--- config.mk ---
export PLATFORM = sky130hd
export DESIGN_NAME = bwt_ctrl
export DESIGN_NICKNAME = d
export VERILOG_FILES = /design/src/hdl/bwt_pkg.sv /design/src/hdl/bwt_ctrl.sv
export SDC_FILE = /design/constraint.sdc
export NUM_CORES = 1
export LEC_CHECK = 0
export ABC_AREA = 1
export BUFFER_PORTS_ARGS = -buffer_cell sky130_fd_sc_hd__buf_2
export CORE_AREA = 5 5 42 44
export CTS_BUF_LIST = sky130_fd_sc_hd__clkbuf_16
export CTS_CLUSTER_DIAMETER = 30
export DETAILED_ROUTE_END_ITERATION = 16
export DIE_AREA = 0 0 47 49
export PLACE_DENSITY = 0.71
export SYNTH_ARGS = -nofsm -noshare
export SYNTH_HDL_FRONTEND = slang
export SYNTH_SLANG_ARGS = --single-unit
--- constraint.sdc ---
create_clock -name clock -period 1.6 [get_ports clock]
set_clock_uncertainty 0.05 [all_clocks]
set_input_delay 0.24 -clock clock [delete_from_list [all_inputs] [get_ports clock]]
set_output_delay 0.24 -clock clock [all_outputs]
set_load 0.01 [all_outputs]
--- src/hdl/bwt_pkg.sv ---
// Package for the block decoder: func and status codes, block size, command and status structs.
// No dependencies.
package bwt_pkg;

   localparam logic [1:0] FUNC_LOAD    = 2'd0;
   localparam logic [1:0] FUNC_TRAILER = 2'd1;
   localparam logic [1:0] FUNC_FETCH   = 2'd2;

   localparam logic [1:0] ST_BYTE     = 2'd0;
   localparam logic [1:0] ST_NONE     = 2'd1;
   localparam logic [1:0] ST_BAD_IDX  = 2'd2;
   localparam logic [1:0] ST_OVERFLOW = 2'd3;

   localparam int NSYM     = 257;
   localparam int SENT_SYM = 256;

   localparam int MAX_BLOCK = 4096;
   localparam int AW        = 12;
   localparam int CW        = 13;

   typedef struct packed {
      logic load;       // write byte at loaded_count
      logic restart;    // clear loaded_count before load
      logic clr_load;   // loaded_count := 0
      logic trailer;    // latch start/end rows, clear emitted count
      logic cnt_start;  // begin counting pass
      logic fetch;      // read column and link at cursor
      logic step;       // advance cursor, count emitted
   } cmd_type;

   typedef struct packed {
      logic full;        // loaded_count >= MAX_BLOCK
      logic bad_rows;    // trailer rows out of range
      logic short_blk;   // loaded_count <= 1
      logic build_done;  // link table finished
      logic walk_ok;     // a byte may be given
      logic last;        // next byte is the last
   } sts_type;

endpackage

--- src/hdl/bwt_ctrl.sv ---
// Controller: accepts items, sequences the link build and the fetch, forms results.
// Depends on bwt_pkg.
module bwt_ctrl (
   input  logic             clock,
   input  logic             reset,
   input  logic             start,
   input  logic [1:0]       req_func,
   input  bwt_pkg::sts_type sts,
   output bwt_pkg::cmd_type cmd,
   output logic             busy,
   output logic             rsp_valid,
   output logic [1:0]       rsp_status,
   output logic             rsp_last_of_block,
   output logic             rsp_use_byte
);
   import bwt_pkg::*;

   typedef enum logic [3:0] {
      S_IDLE  = 4'b0001,
      S_BUILD = 4'b0010,
      S_FETCH = 4'b0100,
      S_STEP  = 4'b1000
   } state_type;

   state_type state_ff, state_in;
   logic      decoding_ff, decoding_in;
   logic      last_ff, last_in;
   logic      rv_ff, rv_in;
   logic [1:0] rs_ff, rs_in;
   logic      rl_ff, rl_in;
   logic      acc;

   assign acc  = start && !busy;
   assign busy = state_ff != S_IDLE;

   always_comb begin
      state_in    = state_ff;
      decoding_in = decoding_ff;
      last_in     = last_ff;
      rv_in = 1'b0; rs_in = ST_BYTE; rl_in = 1'b0;
      cmd = '0;
      case (state_ff)
         S_IDLE: begin
            if (acc) begin
               case (req_func)
                  FUNC_LOAD: begin
                     if (decoding_ff) begin
                        cmd.restart = 1'b1;
                        decoding_in = 1'b0;
                        cmd.load    = 1'b1;
                     end else if (sts.full) begin
                        rv_in = 1'b1; rs_in = ST_OVERFLOW;
                     end else
                        cmd.load = 1'b1;
                  end
                  FUNC_TRAILER: begin
                     if (sts.bad_rows) begin
                        cmd.clr_load = 1'b1;
                        decoding_in  = 1'b0;
                        rv_in = 1'b1; rs_in = ST_BAD_IDX;
                     end else begin
                        cmd.trailer   = 1'b1;
                        cmd.cnt_start = 1'b1;
                        state_in      = S_BUILD;
                     end
                  end
                  FUNC_FETCH: begin
                     if (decoding_ff && sts.walk_ok) begin
                        cmd.fetch = 1'b1;
                        last_in   = sts.last;
                        state_in  = S_FETCH;
                     end else begin
                        rv_in = 1'b1; rs_in = ST_NONE;
                     end
                  end
                  default: ;
               endcase
            end
         end
         S_BUILD: begin
            if (sts.build_done) begin
               state_in = S_IDLE;
               if (sts.short_blk) begin
                  cmd.clr_load = 1'b1;
                  decoding_in  = 1'b0;
               end else
                  decoding_in = 1'b1;
            end
         end
         S_FETCH: begin
            cmd.step = 1'b1;
            rv_in = 1'b1; rs_in = ST_BYTE; rl_in = last_ff;
            if (last_ff) begin
               cmd.clr_load = 1'b1;
               decoding_in  = 1'b0;
            end
            state_in = S_IDLE;
         end
         S_STEP: state_in = S_IDLE;
         default: state_in = S_IDLE;
      endcase
   end

   // after reset, wait in S_BUILD for the counter clearing pass
   always_ff @(posedge clock) begin
      if (reset) begin
         state_ff    <= S_BUILD;
         decoding_ff <= 1'b0;
         last_ff     <= 1'b0;
         rv_ff       <= 1'b0;
      end else begin
         state_ff    <= state_in;
         decoding_ff <= decoding_in;
         last_ff     <= last_in;
         rv_ff       <= rv_in;
      end
   end

   always_ff @(posedge clock) begin
      rs_ff <= rs_in;
      rl_ff <= rl_in;
   end

   assign rsp_valid         = rv_ff;
   assign rsp_status        = rs_ff;
   assign rsp_last_of_block = rl_ff;
   assign rsp_use_byte      = rv_ff && rs_ff == ST_BYTE;

   a_no_accept_busy: assert property (@(posedge clock) disable iff (reset)
      busy |-> !cmd.load && !cmd.trailer) else $error("item taken while busy");
   a_step_one: assert property (@(posedge clock) disable iff (reset)
      state_ff == S_FETCH |=> state_ff == S_IDLE && rv_ff) else $error("fetch lost");
   a_last_ends: assert property (@(posedge clock) disable iff (reset)
      rv_ff && rl_ff |-> !decoding_ff) else $error("block not ended");
endmodule
==> impl_metrics.toml <==
[clock_network]
numCtsBuffers = 3
cts_num_sinks = 9
root_buffer = "clkbuf_16"
worstSkewPairLatency_ns = 0.23
hold_buffers = 0
clock_path_buffers = 2
clkTransAtPathRegs_ns = 0.04
htreeDepth = 1
cts_tree = "built"

[timing]
period_minus_slack_ns = 1.53
relSlewSlack_pct = 83.3
hold_ws_ns = 0.195
final.period_utilization_pct = 95.9
max_freq_mhz = 652
finalMaxSlewViolations = 0
finalSetupViolCount = 0
hold_violations = 0
tightest_slew_ns = 0.249
setup_total_negative_slack_ns = 0
setup_slack_ns = 0.0662

[cells_and_area]
num-nets-final = 127
diodes = 0
final_util_pct = 57.6
drive_above_1_share_pct = 36.5
area_growth_pct = 45.9

[global_route]
grt_max_degree = 7
grt_pass1_wl_um = 2250
gr-total-overflow = 0
grt_pass1_vias = 538
antenna_found_initial = 0
track_usage_pct = 13.5

[drt]
post-route-drc-count = 0
drtPass1Iterations = 4
via_per_inst = 4.63
avgRoutedWirePerCell_um = 10.1
ant_nets = 0
drt_iter0_drc = 6
routed_wl_um = 1330
routed-via-count = 607

[setup_path]
r2r_cells = 8
worst_setup_path_start_kind = "flip-flop"
crit_buf_inv = 3
cp_slowest_stage_delay_ns = 0.35
cp_data_required_time_ns = 1.31
worstSetupEndpointType = "output port"
crit_chain = "inv_2, nand3_4, inv_4, nand2_8, nor4_1, buf_2"
worstReg2RegEnd = "decoding_ff$_SDFFE_PP0P_"
cp_slowest_cell = "dfxtp_4"
arrival_ns = 1.24
r2r_setup_slack_ns = 0.44
crit_family = "flip-flops"
r2r_start = "state_ff[0]$_SDFFE_PP0P_"
crit_fanout = 6
critPathKind = "reg -> out"

[synthesis]
yosysWarnings = 0
syn_nets = 98
synth_cells = 87
ys_seq_elements = 9
synth_most_common_cell = "nand2_1"
yosysUniqueCellTypes = 19
ys_top_cells_by_count = "nand2_1, inv_1, nor2_1"
synth-edff-count = 0
synth.avg_cell_area_um2 = 6.36
netlist_area_um2 = 553
ys_seq_area_share_pct = 32.6
synth_top_area_share_pct = 32.6
postSynth.asyncResetShare_pct = 0
synth.largest_area_cell = "dfxtp_1"
ys.flop_type = "dfxtp_1"
synthTopCellsByArea = "dfxtp_1, nand2_1, inv_1"

[die]
die_h_um = 49
design.core.area_um2 = 1400
io_pins = 24
num_rows = 14
die_w_um = 47
start_util_pct = 39.5
dieArea_um2 = 2300

[pwr]
irDropWorstVdd_v = 0.000480
total_leakage_power_nw = 0.473
finalPower_uw = 793
pwr_density_cell_nw_per_um2 = 982

[min_path]
worstHoldStart = "reset"
hold_depth = 2
hold_end = "state_ff[2]$_SDFFE_PP0P_"
hold_class = "in -> reg"

[placed_design]
io_buffers = 23
dpl_worst_slack_ns = 0.229
detailed_place_hpwl_um = 1090
finalWeightedCongestion = 0.766

[job]
max-cap-violations = 0

[run_status]
status = "completed"
-- how the worst max path moves through the flow --
stage | from | end | cells past startpoint
after floorplan | state_ff[0]$_SDFFE_PP0P_ | cmd[3] | 5
after global placement | state_ff[1]$_SDFFE_PP1P_ | cmd[4] | 8
after detailed placement | state_ff[1]$_SDFFE_PP1P_ | cmd[4] | 8
after CTS | state_ff[2]$_SDFFE_PP0P_ | cmd[4] | 8
after global routing | state_ff[1]$_SDFFE_PP1P_ | cmd[6] | 6
final | state_ff[1]$_SDFFE_PP1P_ | cmd[6] | 6
-- through the flow --
step / std cells / area (um2)
4_1_cts: 129 / 761
5_1_grt: 131 / 807
3_3_place_gp: 125 / 681
2_1_floorplan: 87 / 553
3_5_place_dp: 125 / 681
6_report: 131 / 807
-- cell usage in the layout, fill, tap and decap left out, types with 3 or more instances in the layout --
| cell | count |
|---|---|
| nor2_1 | 15 |
| clkbuf_16 | 3 |
| a21oi_1 | 3 |
| inv_1 | 16 |
| buf_2 | 23 |
| nand2_1 | 21 |
| dfxtp_1 | 6 |
| nand3_1 | 6 |
| inv_2 | 3 |
-- state kept, by name, summed over array words and instances, names as in the netlist --
register,count
state_ff,3
last_ff,1
decoding_ff,1
rsp_last_of_block,1
rsp_valid,1
rsp_status,2
-- where the power goes --
group	internal (mW)	leakage, nW	switching [mW]	total, mW
registers	0.236	0.0744	0.0112	0.247
logic	0.0460	0.357	0.0699	0.116
clock network	0.326	0.0423	0.104	0.430
-- what timing repair did --
item,CTS,global route
endpoints found under the setup margin,1,4
setup buffers,0,2
gates resized for setup,1,9
endpoints found under the hold margin,0,0
pin swaps,0,1
-- cell type report --
| cell class | instances | area, um2 |
|---|---|---|
| Fill cell | 143 | 594 |
| Multi-Input combinational cell | 57 | 312 |
| Sequential cell | 9 | 186 |
| Timing Repair Buffer | 25 | 130 |
| Inverter | 20 | 80.1 |
| Clock buffer | 3 | 75.1 |
| Tap cell | 16 | 20.0 |
| Clock inverter | 1 | 3.75 |
-- logic make-up after synthesis --
family | synth area share (%)
buffers and inverters | 15.4
AOI/OAI and AO/OA | 5.43
DFF | 32.6
and+or+nand+nor | 46.6
-- per-layer routing --
layer	up-vias	wire length (um)	global-route usage [%]
li1	323	-	-
met2	22	601	19.5
met5	-	0	0
met3	4	125	6.64
met1	258	563	16.1
met4	0	34	6.91
No activity file was read; power rests on OpenSTA's default activity.
